## src/rtl/nec_ir_pkg.sv

```systemverilog
// Shared types, codes and reset values for the NEC infrared edge interval decoder.
// No dependencies; every other file of the block imports this package.
`timescale 1ns / 1ps
`default_nettype none

package nec_ir_pkg;

   localparam int unsigned US_W   = 16;
   localparam int unsigned CMD_W  = 8;
   localparam int unsigned FRAME_W = 32;
   localparam int unsigned BITS_W = 6;
   localparam int unsigned CSR_IDX_W = 3;

   // An overflowed interval timer counts as this long a gap.
   localparam logic [US_W-1:0] OVERFLOW_INTERVAL_US = 16'd30000;

   localparam logic [US_W-1:0] RST_DEVICE_ADDRESS = 16'd0;
   localparam logic [US_W-1:0] RST_NOISE_FLOOR_US = 16'd400;
   localparam logic [US_W-1:0] RST_SYNC_GAP_US    = 16'd25000;
   localparam logic [US_W-1:0] RST_LEADER_MIN_US  = 16'd6000;
   localparam logic [US_W-1:0] RST_LEADER_MAX_US  = 16'd22000;
   localparam logic [US_W-1:0] RST_ONE_MIN_US     = 16'd1500;
   localparam logic [US_W-1:0] RST_BIT_MAX_US     = 16'd3500;
   localparam logic [US_W-1:0] RST_RECOVER_GAP_US = 16'd8000;

   localparam logic [BITS_W-1:0] FRAME_BITS     = 6'd32;
   localparam logic [CMD_W-1:0]  CMD_INVERSE_OK = 8'hFF;

   // Decoder phases.
   localparam logic [1:0] PH_IDLE   = 2'd0;
   localparam logic [1:0] PH_LEADER = 2'd1;
   localparam logic [1:0] PH_DATA   = 2'd2;
   localparam logic [1:0] PH_ERROR  = 2'd3;

   // Error codes.
   localparam logic [1:0] ERR_NONE       = 2'd0;
   localparam logic [1:0] ERR_BAD_LEADER = 2'd1;
   localparam logic [1:0] ERR_BAD_BIT    = 2'd2;
   localparam logic [1:0] ERR_MISMATCH   = 2'd3;

   // Register indexes.
   localparam logic [CSR_IDX_W-1:0] CSR_DEVICE_ADDRESS = 3'd0;
   localparam logic [CSR_IDX_W-1:0] CSR_NOISE_FLOOR_US = 3'd1;
   localparam logic [CSR_IDX_W-1:0] CSR_SYNC_GAP_US    = 3'd2;
   localparam logic [CSR_IDX_W-1:0] CSR_LEADER_MIN_US  = 3'd3;
   localparam logic [CSR_IDX_W-1:0] CSR_LEADER_MAX_US  = 3'd4;
   localparam logic [CSR_IDX_W-1:0] CSR_ONE_MIN_US     = 3'd5;
   localparam logic [CSR_IDX_W-1:0] CSR_BIT_MAX_US     = 3'd6;
   localparam logic [CSR_IDX_W-1:0] CSR_RECOVER_GAP_US = 3'd7;

   typedef struct packed {
      logic [US_W-1:0] device_address;
      logic [US_W-1:0] noise_floor_us;
      logic [US_W-1:0] sync_gap_us;
      logic [US_W-1:0] leader_min_us;
      logic [US_W-1:0] leader_max_us;
      logic [US_W-1:0] one_min_us;
      logic [US_W-1:0] bit_max_us;
      logic [US_W-1:0] recover_gap_us;
   } cfg_type;

   typedef struct packed {
      logic [1:0]         phase;
      logic [FRAME_W-1:0] frame;
      logic [BITS_W-1:0]  bits;
   } state_type;

   typedef struct packed {
      logic             accepted;
      logic             leader_seen;
      logic             cmd_valid;
      logic [CMD_W-1:0] command;
      logic [1:0]       error_code;
      logic [US_W-1:0]  error_value;
      logic [1:0]       phase;
   } result_type;

endpackage

`default_nettype wire

```

## src/rtl/nec_ir_csr.sv

```systemverilog
// Configuration registers of the NEC infrared decoder, written through a plain write port.
// Depends on nec_ir_pkg for the register indexes, reset values and cfg_type.
`timescale 1ns / 1ps
`default_nettype none

module nec_ir_csr
   import nec_ir_pkg::*;
(
   input  wire logic                 clock,
   input  wire logic                 reset,
   input  wire logic                 csr_write_en,
   input  wire logic [CSR_IDX_W-1:0] csr_index,
   input  wire logic [US_W-1:0]      csr_wdata,
   output cfg_type                   cfg
);

   cfg_type cfg_ff;
   cfg_type cfg_in;

   always_comb begin
      cfg_in = cfg_ff;
      if (csr_write_en) begin
         unique case (csr_index)
            CSR_DEVICE_ADDRESS: cfg_in.device_address = csr_wdata;
            CSR_NOISE_FLOOR_US: cfg_in.noise_floor_us = csr_wdata;
            CSR_SYNC_GAP_US:    cfg_in.sync_gap_us    = csr_wdata;
            CSR_LEADER_MIN_US:  cfg_in.leader_min_us  = csr_wdata;
            CSR_LEADER_MAX_US:  cfg_in.leader_max_us  = csr_wdata;
            CSR_ONE_MIN_US:     cfg_in.one_min_us     = csr_wdata;
            CSR_BIT_MAX_US:     cfg_in.bit_max_us     = csr_wdata;
            CSR_RECOVER_GAP_US: cfg_in.recover_gap_us = csr_wdata;
            default:            cfg_in = cfg_ff;
         endcase
      end
   end

   always_ff @(posedge clock) begin
      if (reset) begin
         cfg_ff.device_address <= RST_DEVICE_ADDRESS;
         cfg_ff.noise_floor_us <= RST_NOISE_FLOOR_US;
         cfg_ff.sync_gap_us    <= RST_SYNC_GAP_US;
         cfg_ff.leader_min_us  <= RST_LEADER_MIN_US;
         cfg_ff.leader_max_us  <= RST_LEADER_MAX_US;
         cfg_ff.one_min_us     <= RST_ONE_MIN_US;
         cfg_ff.bit_max_us     <= RST_BIT_MAX_US;
         cfg_ff.recover_gap_us <= RST_RECOVER_GAP_US;
      end else begin
         cfg_ff <= cfg_in;
      end
   end

   assign cfg = cfg_ff;

endmodule

`default_nettype wire

```

## src/rtl/nec_ir_step.sv

```systemverilog
// Combinational decode of one edge interval: next decoder state and the result item.
// Depends on nec_ir_pkg for the phase and error codes and the shared structs.
`timescale 1ns / 1ps
`default_nettype none

module nec_ir_step
   import nec_ir_pkg::*;
(
   input  wire cfg_type          cfg,
   input  wire state_type        cur,
   input  wire logic [US_W-1:0]  interval_us,
   input  wire logic             overflowed,
   output state_type             nxt,
   output result_type            res
);

   logic [US_W-1:0]    t;
   logic               below_one;
   logic               is_bit;
   logic [FRAME_W-1:0] shifted;
   logic [BITS_W-1:0]  bits_inc;
   logic               frame_ok;

   always_comb begin
      t         = overflowed ? OVERFLOW_INTERVAL_US : interval_us;
      // Threshold order matters when the settings overlap: zero bit first.
      below_one = (t < cfg.one_min_us);
      is_bit    = below_one || (t < cfg.bit_max_us);
      shifted   = {~below_one, cur.frame[FRAME_W-1:1]};
      bits_inc  = cur.bits + 1'b1;
      frame_ok  = (shifted[15:0] == cfg.device_address)
               && ((shifted[23:16] ^ shifted[31:24]) == CMD_INVERSE_OK);

      nxt = cur;
      res = '0;

      if (t >= cfg.noise_floor_us) begin
         res.accepted = 1'b1;
         if (t > cfg.sync_gap_us) begin
            nxt.phase = PH_LEADER;
         end else begin
            unique case (cur.phase)
               PH_IDLE: begin
                  nxt.phase = PH_LEADER;
               end
               PH_LEADER: begin
                  if (t > cfg.leader_min_us && t < cfg.leader_max_us) begin
                     nxt.frame       = '0;
                     nxt.bits        = '0;
                     nxt.phase       = PH_DATA;
                     res.leader_seen = 1'b1;
                  end else begin
                     res.error_code  = ERR_BAD_LEADER;
                     res.error_value = t;
                     nxt.phase       = PH_ERROR;
                  end
               end
               PH_DATA: begin
                  if (!is_bit) begin
                     res.error_code  = ERR_BAD_BIT;
                     res.error_value = t;
                     nxt.phase       = PH_ERROR;
                  end else begin
                     nxt.frame = shifted;
                     nxt.bits  = bits_inc;
                     if (bits_inc >= FRAME_BITS) begin
                        if (frame_ok) begin
                           res.cmd_valid = 1'b1;
                           res.command   = shifted[23:16];
                           nxt.phase     = PH_IDLE;
                        end else begin
                           res.error_code  = ERR_MISMATCH;
                           res.error_value = shifted[15:0];
                           nxt.phase       = PH_ERROR;
                        end
                     end
                  end
               end
               PH_ERROR: begin
                  if (t >= cfg.recover_gap_us) begin
                     nxt.phase = PH_LEADER;
                  end
               end
               default: begin
                  nxt = cur;
               end
            endcase
         end
      end

      res.phase = nxt.phase;
   end

endmodule

`default_nettype wire

```

## src/rtl/nec_ir_edge_interval_decoder.sv

```systemverilog
// Top level of the NEC infrared edge interval decoder: input register, decode, result register.
// Depends on nec_ir_pkg, nec_ir_csr and nec_ir_step.
//
//   channel   direction  handshake              payload
//   req       in         req_valid/req_ready    req_interval_us, req_overflowed
//   rsp       out        rsp_valid/rsp_ready    rsp_accepted .. rsp_phase
//   csr       in         csr_write_en           csr_index, csr_wdata
//
// One edge per cycle unless rsp stalls; an edge moves from the input to the result register.
// The decode of an edge happens when it leaves the input register, updating the state in that cycle.
// A stalled result holds in the output register while one more edge waits in the input register.
// Synchronous reset puts the decoder in idle with an empty frame and default thresholds.
`timescale 1ns / 1ps
`default_nettype none

module nec_ir_edge_interval_decoder
   import nec_ir_pkg::*;
(
   input  wire logic                 clock,
   input  wire logic                 reset,

   input  wire logic                 req_valid,
   output logic                      req_ready,
   input  wire logic [US_W-1:0]      req_interval_us,
   input  wire logic                 req_overflowed,

   output logic                      rsp_valid,
   input  wire logic                 rsp_ready,
   output logic                      rsp_accepted,
   output logic                      rsp_leader_seen,
   output logic                      rsp_cmd_valid,
   output logic [CMD_W-1:0]          rsp_command,
   output logic [1:0]                rsp_error_code,
   output logic [US_W-1:0]           rsp_error_value,
   output logic [1:0]                rsp_phase,

   input  wire logic                 csr_write_en,
   input  wire logic [CSR_IDX_W-1:0] csr_index,
   input  wire logic [US_W-1:0]      csr_wdata
);

   cfg_type    cfg;
   state_type  state_ff;
   state_type  state_in;
   result_type step_res;
   result_type result_ff;

   logic            in_valid_ff;
   logic [US_W-1:0] in_interval_ff;
   logic            in_overflowed_ff;
   logic            out_valid_ff;
   logic            advance;

   nec_ir_csr u_csr (
      .clock        (clock),
      .reset        (reset),
      .csr_write_en (csr_write_en),
      .csr_index    (csr_index),
      .csr_wdata    (csr_wdata),
      .cfg          (cfg)
   );

   nec_ir_step u_step (
      .cfg         (cfg),
      .cur         (state_ff),
      .interval_us (in_interval_ff),
      .overflowed  (in_overflowed_ff),
      .nxt         (state_in),
      .res         (step_res)
   );

   // An edge is decoded when it moves from the input register into a free result register.
   assign advance   = in_valid_ff && (!out_valid_ff || rsp_ready);
   assign req_ready = !in_valid_ff || advance;

   always_ff @(posedge clock) begin
      if (reset) begin
         in_valid_ff    <= 1'b0;
         out_valid_ff   <= 1'b0;
         state_ff.phase <= PH_IDLE;
         state_ff.frame <= '0;
         state_ff.bits  <= '0;
      end else begin
         if (req_ready) begin
            in_valid_ff <= req_valid;
         end
         if (advance) begin
            out_valid_ff <= 1'b1;
            state_ff     <= state_in;
         end else if (rsp_ready) begin
            out_valid_ff <= 1'b0;
         end
      end
   end

   always_ff @(posedge clock) begin
      if (req_valid && req_ready) begin
         in_interval_ff   <= req_interval_us;
         in_overflowed_ff <= req_overflowed;
      end
      if (advance) begin
         result_ff <= step_res;
      end
   end

   assign rsp_valid       = out_valid_ff;
   assign rsp_accepted    = result_ff.accepted;
   assign rsp_leader_seen = result_ff.leader_seen;
   assign rsp_cmd_valid   = result_ff.cmd_valid;
   assign rsp_command     = result_ff.command;
   assign rsp_error_code  = result_ff.error_code;
   assign rsp_error_value = result_ff.error_value;
   assign rsp_phase       = result_ff.phase;

`ifndef ASSERT_OFF
   // The bit count never reaches a full frame while still collecting data.
   a_data_bits_bound: assert property (@(posedge clock) disable iff (reset)
      (state_ff.phase == PH_DATA) |-> (state_ff.bits < FRAME_BITS))
      else $error("data phase with a full bit count");

   // A good frame carries no error and returns the decoder to idle.
   a_cmd_clean: assert property (@(posedge clock) disable iff (reset)
      (rsp_valid && rsp_cmd_valid) |->
         (rsp_error_code == ERR_NONE && rsp_phase == PH_IDLE && rsp_accepted))
      else $error("command transfer with error or wrong phase");

   // A leader opens the data phase with an empty frame.
   a_leader_opens_frame: assert property (@(posedge clock) disable iff (reset)
      (advance && step_res.leader_seen) |=>
         (state_ff.phase == PH_DATA && state_ff.bits == '0))
      else $error("leader did not open a frame");

   // A result held by a stall keeps the decoder state frozen.
   a_stall_holds_state: assert property (@(posedge clock) disable iff (reset)
      (rsp_valid && !rsp_ready) |=> $stable(state_ff))
      else $error("decoder state moved during a result stall");
`endif

endmodule

`default_nettype wire

```

## config.mk

```make
export PLATFORM = sky130hd
export DESIGN_NAME = nec_ir_edge_interval_decoder
export DESIGN_NICKNAME = d
export VERILOG_FILES = /design/src/rtl/nec_ir_pkg.sv /design/src/rtl/nec_ir_csr.sv /design/src/rtl/nec_ir_step.sv /design/src/rtl/nec_ir_edge_interval_decoder.sv
export SDC_FILE = /design/constraint.sdc
export NUM_CORES = 1
export LEC_CHECK = 0
export BUFFER_PORTS_ARGS = -buffer_cell sky130_fd_sc_hd__buf_2
export CAP_MARGIN = 25
export CORE_ASPECT_RATIO = 0.9
export CORE_MARGIN = 2
export CORE_UTILIZATION = 61
export CTS_CLUSTER_DIAMETER = 200
export DETAILED_ROUTE_END_ITERATION = 8
export GPL_TIMING_DRIVEN = 0
export PLACE_DENSITY = 0.8
export SYNTH_ARGS = -nofsm -noshare
export SYNTH_HDL_FRONTEND = slang
export SYNTH_SLANG_ARGS = --single-unit
export TNS_END_PERCENT = 5
```

## constraint.sdc

```tcl
create_clock -name clock -period 7.4 [get_ports clock]
set_input_delay 1.48 -clock clock [delete_from_list [all_inputs] [get_ports clock]]
set_output_delay 1.48 -clock clock [all_outputs]
set_load 0.02 [all_outputs]
```

==> results of run 1 <==
==> routing by layer <==
metal  part of all wire (%)  vias up
met5                      0        -
met4                    5.2        0
met3                     11      113
met2                     44      542
met1                     41     4546
li1                       -     4627
==> how the worst max path moves through the flow <==
stage / startpoint / to / depth (start not counted)
after floorplan: in_overflowed_ff / state_ff[4] / 11
after global placement: in_overflowed_ff / rsp_error_value[7] / 12
after detailed placement: in_overflowed_ff / rsp_error_value[11] / 13
after CTS: in_overflowed_ff / rsp_error_value[7] / 13
after global routing: in_overflowed_ff / rsp_error_value[5] / 13
final: in_overflowed_ff / rsp_error_value[6] / 13
==> Yosys cell counts (15+ instances only) <==
cell,instances
clkbuf_1,45
ha_1,108
nor2_1,63
dfxtp_1,169
edfxtp_1,48
nand3b_1,15
nor2b_1,16
nand3_1,53
clkbuf_2,16
a22o_1,16
o21ai_0,17
xor2_1,17
a211o_1,35
a21oi_1,160
inv_1,112
nand2_1,251
==> power by group through the flow <==
stage | Combinational [µW] | Clock, µW | Sequential, µW
CTS | 282 | 1180 | 1250
global route | 314 | 1220 | 1260
finish | 290 | 1170 | 1250
floorplan | 174 | 0 | 1290
global placement | 266 | 0 | 1280
detailed placement | 280 | 0 | 1280
==> cell usage in the layout (no fill, tap or decap), types with 15 or more instances in the layout <==
cell	instances
nand2_1	251
dfxtp_1	169
a21oi_1	160
inv_1	112
ha_1	108
nor2_1	63
buf_2	59
nand3_1	53
clkbuf_1	53
edfxtp_1	48
a211o_1	35
clkbuf_16	25
o21ai_0	17
xor2_1	17
clkbuf_2	16
a22o_1	16
nor2b_1	15
nand3b_1	15
==> sequential cells by signal, indices dropped and copies added (netlist names), 2 cells and up <==
name             cells
rsp_command          8
rsp_error_code       2
state_ff            39
rsp_error_value     16
rsp_phase            2
u_csr.cfg          128
in_interval_ff      16
==> area by class of cell <==
type | instances | area (µm²)
Multi-Input combinational cell | 895 | 5600
Fill cell | 1376 | 5200
Sequential cell | 217 | 4820
Clock buffer | 37 | 711
Inverter | 112 | 420
Timing Repair Buffer | 59 | 348
Buffer | 72 | 314
Tap cell | 240 | 300
Clock inverter | 7 | 58.8
==> through the flow <==
stage | cells | util (%) | setup slack, ns | power [µW]
after floorplan | 1296 | - | 3.94 | 1460
final | 1639 | 70.7 | 2.34 | 2720
after global routing | 1639 | 70.7 | 2.16 | 2800
after detailed placement | 1595 | 66.4 | 2.53 | 1560
after global placement | 1588 | 65.9 | 2.12 | 1550
after CTS | 1639 | 70.7 | 2.48 | 2710
==> worst register-to-register path: stages, from the launching register on <==
cell and delay (ns):
edfxtp_1 0.51, clkbuf_1 0.25, nor2b_1 0.68, buf_4 0.30, ha_1 0.26, and3_4 0.19
a221o_1 0.34, a221oi_1 0.34, a21oi_1 0.32, a21oi_1 0.40, nand2_1 0.18, a21oi_1 0.68
buf_4 0.31, a22o_1 0.16
==> cells by family (layout without fill, tap and decap cells) <==
kind of cell | after synthesis | count (layout)
simple gates | 474 | 474
compound gates | 286 | 286
flops | 217 | 217
buf+inv | 184 | 287
fa+ha+maj | 108 | 108
xor+xnor | 27 | 27
==> out/results.ini, run 1 <==
[status]
outcome = completed

[synth]
synth_seq_cells = 217
synthAdderAreaFrac_pct = 12.1
synth_warnings = 0
synth_top_family_by_area = simple AND/OR/NAND/NOR gates
synth_area_mm2 = 0.0112
synth_xor_area_share_pct = 2.12
synth.top_cell.area_share_pct = 30.3
syn-instance-count = 1296
synth_edf_count = 48
avgSynthCellArea_um2 = 8.61
muxShareOfSynthArea_pct = 0
seq_area_frac_synth_pct = 43.2
synthTopCellsByArea = dfxtp_1 (30%), edfxtp_1 (13%), ha_1 (12%)
synth_compound_area_share_pct = 16.6
yosys.area_share.simple_pct = 19.4
yosys.area.top_type = dfxtp_1
synth_cell_type_count = 61
synth-main-ff-cell = dfxtp_1
async_reset_ff_share_pct = 0
synthesis.nets = 1445

[worst_hold_path]
holdCritStartpoint = u_csr.cfg[106]
hold-path-cell-count = 2
hold_end = u_csr.cfg[106]
hp-class = register to register

[grt]
busiest_layer = met2
grt_util_all_layers_pct = 32.4
use_met2_pct = 50.1
grt_pass1_wl_um = 49000
grt-ovfl-total = 0
antenna_found_initial = 0
grt_use_met1_pct = 43.6
grt_max_degree = 28
grt_pass1_vias = 9184
met3_usage_pct = 7.09

[timing]
final_max_slew_viol_count = 0
hold_ws_ns = 0.454
slew_headroom_pct = 30.5
rsz0062_at_grt = false
finalHoldViolCount = 0
min_period_ns = 5.06
clock.fmax_mhz = 198
period_share_pct = 68.3
finalSetupViolCount = 0
fin_worst_skew_ns = 0.0163
setup_tns_ns = 0
worstMarginPinSlew_ns = 1.04

[setup_path]
cp_max_fo = 10
critPathMostFrequentCell = a21oi_1
crit_family = compound AO/OA/AOI/OAI gates
crit_slowest_cell = nor2b_1
path_buf_inv = 3
timing.rr.end = rsp_error_value[6]
reg2reg_setup_slack_ns = 2.34
cp-end-kind = register
path_class = register to register
worstPathCellList = clkbuf_1 -> nor2b_1 -> buf_4 -> ha_1 -> and3_4 -> a221o_1 -> a221oi_1 -> a21oi_1 -> a21oi_1 -> nand2_1 -> a21oi_1 -> buf_4 -> a22o_1
worstPathArrival_ns = 5.44
reg2regPathDepth = 13
cp-start-kind = register
cpPeakStageDelay_ns = 0.68
r2r-start = in_overflowed_ff
worstPathRequired_ns = 7.78

[die]
die_w_um = 147
core.rowCount = 46
die_height_um = 132
initial_core_util_pct = 62.8
boundaryPins = 74
fp.dieArea_mm2 = 0.0194
core_mm2 = 0.0178

[final_layout]
drive_above_1_share_pct = 10.2
design_area_mm2 = 0.0126
antenna_cells = 0
final_nets = 1530
area_delta_synth_final_pct = 12.7

[detailed_routing]
drtIter0Drc = 1169
drc = 0
wl_um = 32000
viasPerCell = 6.00
post_drt_wl_per_cell_um = 19.5
detail-route-antenna-nets = 0
drt_pass1_iterations = 6
num_vias = 9828

[clock_network]
cts_setup_buffers = 0
clock_path_buffers = 3
clk_pin_slew_worst_paths_ns = 0.06
clkLatencyLatePin_ns = 0.53
cts_hold_buf = 0
cts.sinks = 217
cts_root_buf = clkbuf_16
numCtsBuffers = 24
cts_tree = built
cts_resized = 0
h-tree-depth = 1

[job]
drv_cap = 0

[place]
place.gp.congestion = 0.947
io_buffers = 52
hpwl_um = 22000
placed_area_mm2 = 0.0118

[power]
p_clk_share_pct = 43.2
p_leak_uw = 0.00513
p_switching_uw = 687
p_seq_share_pct = 46.2
ir_drop_uv = 194
power_density_mw_per_mm2 = 216
comb_power_share_pct = 10.7
switching_share_pct = 25.3
p_int_uw = 2030

Power figures use the tool's default switching activity.
==> run 2, diff against run 1 <==
--- a/config.mk
+++ b/config.mk
@@ -5,6 +5,7 @@
 export SDC_FILE = /design/constraint.sdc
 export NUM_CORES = 1
 export LEC_CHECK = 0
+export ABC_AREA = 1
 export BUFFER_PORTS_ARGS = -buffer_cell sky130_fd_sc_hd__buf_2
 export CAP_MARGIN = 25
 export CORE_ASPECT_RATIO = 0.9
==> constraint.sdc (replaced) <==
create_clock -name clock -period 5 [get_ports clock]
set_input_delay 1 -clock clock [delete_from_list [all_inputs] [get_ports clock]]
set_output_delay 1 -clock clock [all_outputs]
set_load 0.02 [all_outputs]
==> run 2 against run 1 <==
Effect of this change: die area is 1.3% higher; fmax up 36%; setup slack got worse by 1.1 ns; clock-buffer cell count is 11 lower; hold slack better by 0.0063 ns; flip-flop and latch count unchanged; sequential share of layout area down 0.53 points; clock power increased by 56%; combinational power is 88% higher; critical path depth grew 3; global-route usage is 0.71 points lower; largest cell class unchanged.
==> out/results.ini, run 2 <==
[grt]
grt_max_degree = 41
grt_pass1_vias = 9188
grt-ovfl-total = 0
antenna_found_initial = 1
grt_pass1_wl_um = 48800
grt_util_all_layers_pct = 31.7

[place]
io_buffers = 70
place_inst = 1731
placed_area_mm2 = 0.0120
hpwl_um = 22400
place.gp.congestion = 0.982

[synth]
yosys.area.top_type = dfxtp_1
synth.top_cell.area_share_pct = 29.9
synthTopCellsByArea = dfxtp_1 (30%), edfxtp_1 (13%), ha_1 (12%)
synthTopCellsByCount = inv_1 (233), nand2_1 (212), dfxtp_1 (169)
synthesis.nets = 1565
synth-main-ff-cell = dfxtp_1
synth_warnings = 0
async_reset_ff_share_pct = 0
syn-instance-count = 1416
synth_edf_count = 48
avgSynthCellArea_um2 = 7.99
synth_seq_cells = 217
synth_cell_type_count = 46
seq_area_frac_synth_pct = 42.7
synth_area_mm2 = 0.0113
yosysMostFrequentCell = inv_1

[detailed_routing]
drc = 0
drtIter0Drc = 1151
post_drt_wl_per_cell_um = 17.7
detail-route-antenna-nets = 0
num_vias = 10200
drt_pass1_iterations = 5
wl_um = 31400
viasPerCell = 5.73

[die]
die_w_um = 148
die_height_um = 133
boundaryPins = 74
core_mm2 = 0.0183
initial_core_util_pct = 61.8
fp.dieArea_mm2 = 0.0196
core.rowCount = 47

[setup_path]
crit_family = simple AND/OR/NAND/NOR gates
cp_max_fo = 10
path_class = register to register
cp-start-kind = register
cp-end-kind = register
path_buf_inv = 5
worstPathRequired_ns = 5.36
cpPeakStageDelay_ns = 0.40
worstPathArrival_ns = 4.07
worstPathCellList = buf_6 -> nor2_1 -> inv_1 -> ha_1 -> nand2_1 -> inv_1 -> o21ai_0 -> nand2_1 -> nor2_1 -> nand3_1 -> nand3_2 -> nand3_2 -> buf_2 -> o22ai_1 -> inv_1 -> nor2_1
crit_slowest_cell = o22ai_1

[final_layout]
fillers = 1465
final_nets = 1660
final_cells = 1772
area_delta_synth_final_pct = 12.8
design_area_mm2 = 0.0128
drive_above_1_share_pct = 9.76
seqCellArea_mm2 = 0.00482
largest_register_ff_count = 128
antenna_cells = 0
final_cell_mix = inv_1 (233), nand2_1 (212), dfxtp_1 (169)
multi_input_area_mm2 = 0.00528
layout_commonest_cell = inv_1

[clock_network]
cts_hold_buf = 0
clock_path_buffers = 3
cts.sinks = 217
cts_setup_buffers = 0
clkLatencyLatePin_ns = 0.51
cts_root_buf = clkbuf_16
cts_resized = 0
h-tree-depth = 1
numCtsBuffers = 23
cts_tree = built
clk_pin_slew_worst_paths_ns = 0.06

[timing]
fin_worst_skew_ns = 0.0104
min_period_ns = 3.71
slew_headroom_pct = 37.3
clock.fmax_mhz = 270
period_share_pct = 74.1
worstMarginPinSlew_ns = 0.941
final_max_slew_viol_count = 0
setup_tns_ns = 0
finalHoldViolCount = 0
finalSetupViolCount = 0
rsz0062_at_grt = false

[job]
drv_cap = 0

[worst_hold_path]
hp-class = register to register

[power]
p_leak_uw = 0.00582
ir_drop_uv = 353
power_density_mw_per_mm2 = 333
power_uw = 4240

[status]
outcome = completed

[run 2: cell count changes in the layout (fill, tap and decap cells not counted), moves of 23 or more]
cell      previous run  this run
o211ai_1             1        38
nor2_1              63       135
a21oi_1            160       137
nand2_1            251       212
a211o_1             35         0
inv_1              112       233
nand3_1             53        26
o21ai_0             17       102
[run 2: tightest hold or removal path, cell delays in order (launching register included)]
cell,delay (ns)
dfxtp_1,0.30
inv_1,0.06
a21oi_1,0.05
[run 2: cells by family (layout without fill, tap and decap cells)]
family	after synthesis	count (layout)	share of synthesized area, %
AND/OR/NAND/NOR	446	446	17.0
AO/OA/AOI/OAI	331	331	16.3
buffers and inverters	296	407	10.6
flip-flops	217	217	42.7
adder cells (fa/ha/maj)	108	108	11.9
XOR/XNOR	18	18	1.39
[run 2: metrics by stage]
stage / util [%] / setup slack [ns] / hold slack [ns]
2_1_floorplan: - / 2.21 / 0.435
3_3_place_gp: 65.4 / 1.47 / 0.446
3_5_place_dp: 65.4 / 1.48 / 0.453
4_1_cts: 69.7 / 1.47 / 0.463
5_1_grt: 69.7 / 1.08 / 0.479
6_report: 69.7 / 1.29 / 0.461
[run 2: area by class of cell]
type                       instances  area share, %
timing repair buffer              70           2.75
clock buffer                      26           4.60
multi-input combinational        903           41.4
buffer                            58           2.44
inverter                         238           7.00
tap                              245           2.40
clock inverter                    15           1.57
sequential                       217           37.8
[run 2: power by group]
| group | internal, µW | switching [µW] |
|---|---|---|
| Sequential | 1860 | 25.7 |
| Clock | 1100 | 717 |
| Combinational | 171 | 374 |
[run 2: final timing paths]
check	depth (start not counted)	slack, ns	startpoint	end
hold / removal	2	0.46	u_csr.cfg[78]	u_csr.cfg[78]
setup reg to reg	16	1.29	in_overflowed_ff	rsp_error_value[6]
hold reg to reg	2	0.46	u_csr.cfg[78]	u_csr.cfg[78]
setup / recovery	16	1.29	in_overflowed_ff	rsp_error_value[6]
[run 2: layer usage]
metal	track usage, %	vias to the layer above	part of all wire, %
li1	-	4876	-
met1	46.9	4672	45
met2	46.7	517	41
met3	6.10	93	10
met4	10.3	2	3.4
met5	0	-	0.038
==> run 3, diff against run 2 <==
--- a/config.mk
+++ b/config.mk
@@ -10,11 +10,11 @@
 export CAP_MARGIN = 25
 export CORE_ASPECT_RATIO = 0.9
 export CORE_MARGIN = 2
-export CORE_UTILIZATION = 61
+export CORE_UTILIZATION = 55
 export CTS_CLUSTER_DIAMETER = 200
 export DETAILED_ROUTE_END_ITERATION = 8
 export GPL_TIMING_DRIVEN = 0
-export PLACE_DENSITY = 0.8
+export PLACE_DENSITY = 0.76
 export SYNTH_ARGS = -nofsm -noshare
 export SYNTH_HDL_FRONTEND = slang
 export SYNTH_SLANG_ARGS = --single-unit
==> constraint.sdc (replaced) <==
create_clock -name clock -period 3.1 [get_ports clock]
set_input_delay 0.62 -clock clock [delete_from_list [all_inputs] [get_ports clock]]
set_output_delay 0.62 -clock clock [all_outputs]
set_load 0.02 [all_outputs]
==> run 3 against run 2 <==
Effect of this change: the flow now finishes with violations (negative setup slack); final cell count is 3.4% higher; sequential power rose by 62%; largest cell class unchanged; cell area up 9.2%; critical path type unchanged; critical path depth is 2 higher.
==> out/results.ini, run 3 (same netlist as run 2, synthesis figures left out) <==
[place]
place.gp.congestion = 0.995
pre_cts_ws_ns = -0.578
place_inst = 1742
hpwl_um = 23400
io_buffers = 70

[setup_path]
path_class = register to register
critPathMostFrequentCell = nand3_2
cpPeakStageDelay_ns = 0.38
cp_max_fo = 6
worstPathArrival_ns = 3.70
worstPathCellList = buf_6 -> inv_8 -> buf_12 -> nand2_8 -> clkinvlp_4 -> ha_1 -> nand2_1 -> inv_1 -> nand3_1 -> nor3_2 -> nand3_2 -> nand3_2 -> nand2_4 -> nor2_4 -> nand3_4 -> buf_8 -> o21ai_1 -> nor2_1
worstPathRequired_ns = 3.48
cp-end-kind = register
crit_slowest_cell = ha_1
cp-start-kind = register

[timing]
period_share_pct = 107
min_period_ns = 3.32
fin_worst_skew_ns = 0.0125
hold_ws_ns = 0.276
clock.fmax_mhz = 301
rsz0062_at_grt = true
finalWorstSetupSlack_ns = -0.222
worstMarginPinSlew_ns = 0.881
slew_headroom_pct = 41.1
finalSetupViolCount = 57
finalHoldViolCount = 0
final_max_slew_viol_count = 0

[detailed_routing]
drc = 0
detail-route-antenna-nets = 0
viasPerCell = 5.84
post_drt_wl_per_cell_um = 19.5
wl_um = 35800
drtIter0Drc = 1302
drt_pass1_iterations = 5
num_vias = 10700

[grt]
antenna_found_initial = 0
grt_max_degree = 36
grt_util_all_layers_pct = 32.2
grt-ovfl-total = 0
grt_pass1_wl_um = 54500
grt_pass1_vias = 9893

[power]
switching_share_pct = 28.1
comb_power_share_pct = 16.2
p_seq_share_pct = 44.2
ir_drop_uv = 503
p_switching_uw = 1930
p_clk_share_pct = 39.5
p_leak_uw = 0.00618
power_density_mw_per_mm2 = 494
p_int_uw = 4950

[final_layout]
final_cell_mix = inv_1 (215), nand2_1 (197), dfxtp_1 (169)
drive_above_1_share_pct = 18.2
post-route-util_pct = 69.5
antenna_cells = 0
final_cells = 1833
final_nets = 1709
layout_commonest_cell = inv_1
largest_register_ff_count = 128
area_delta_synth_final_pct = 23.1

[clock_network]
cts_tree = built
clk_pin_slew_worst_paths_ns = 0.06
cts_root_buf = clkbuf_16
cts_hold_buf = 0
numCtsBuffers = 24
clock_path_buffers = 3
h-tree-depth = 1
clkLatencyLatePin_ns = 0.52
cts.sinks = 217

[die]
core_mm2 = 0.0200
fp.dieArea_mm2 = 0.0217
core.rowCount = 49
die_height_um = 140
initial_core_util_pct = 56.4
boundaryPins = 74
die_w_um = 155

[status]
outcome = complete, but fails checks
violations = negative setup slack

[worst_hold_path]
hp-class = input port to register

[job]
drv_cap = 0

[run 3: changes by cell type in the layout (fill, tap and decap cells not counted), sizes merged, moves of 2 or more]
cell,previous run,this run
clkbuf,66,79
buf,88,132
inv,237,232
clkinvlp,2,6
clkinv,9,7
bufinv,5,0
[run 3: critical path, delay by kind of cell, from the launching register on]
family / cells / cell delay (ns)
AND/OR/NAND/NOR: 10 / 1.47
buffers and inverters: 6 / 0.79
adder cells (fa/ha/maj): 1 / 0.38
flip-flops: 1 / 0.37
AO/OA/AOI/OAI: 1 / 0.15
[run 3: worst paths after layout]
kind,from,to,slack (ns),cells past startpoint
setup / recovery,in_overflowed_ff,state_ff[7],-0.22,18
hold / removal,req_interval_us[3],in_interval_ff[3],0.28,1
setup reg to reg,in_overflowed_ff,state_ff[7],-0.22,18
hold reg to reg,u_csr.cfg[30],u_csr.cfg[30],0.46,2
[run 3: metal layers]
layer  track usage, %  up-vias  routed length [µm]
met3             6.53      105                3740
met5                0        -                   0
met2             49.7      597               15700
met4             9.16        0                1160
met1             46.1     5025               15200
li1                 -     4977                   -
[run 3: what timing repair did]
item                       in CTS  in global routing
pin swaps                      21                 23
gates cloned                    3                  3
setup endpoints to repair      68                 68
resized for setup             100                 68
buffers inserted               35                  6
[run 3: layout make-up]
cell class                 instances  area (µm²)
fill                            1559        6120
multi-input combinational        904        5880
tap                              255         319
buffer                            58         373
clock buffer                      37         701
timing repair buffer             117         856
inverter                         238         937
sequential                       217        4820
clock inverter                     7        35.0
[run 3: power by group through the flow]
stage / logic (µW) / clock network (µW) / registers [µW]
floorplan: 549 / 0 / 3110
global placement: 829 / 0 / 3090
detailed placement: 856 / 0 / 3100
CTS: 988 / 2710 / 3040
global route: 1210 / 2850 / 3050
finish: 1120 / 2720 / 3040
[run 3: stage by stage]
step	cell area (µm²)	TNS, ns	total power (µW)
after floorplan	11300	0	3660
after global placement	12000	-19.31	3920
after detailed placement	12000	-20.55	3950
after CTS	13500	-3.24	6740
after global routing	13900	-14.50	7120
final	13900	-6.71	6890
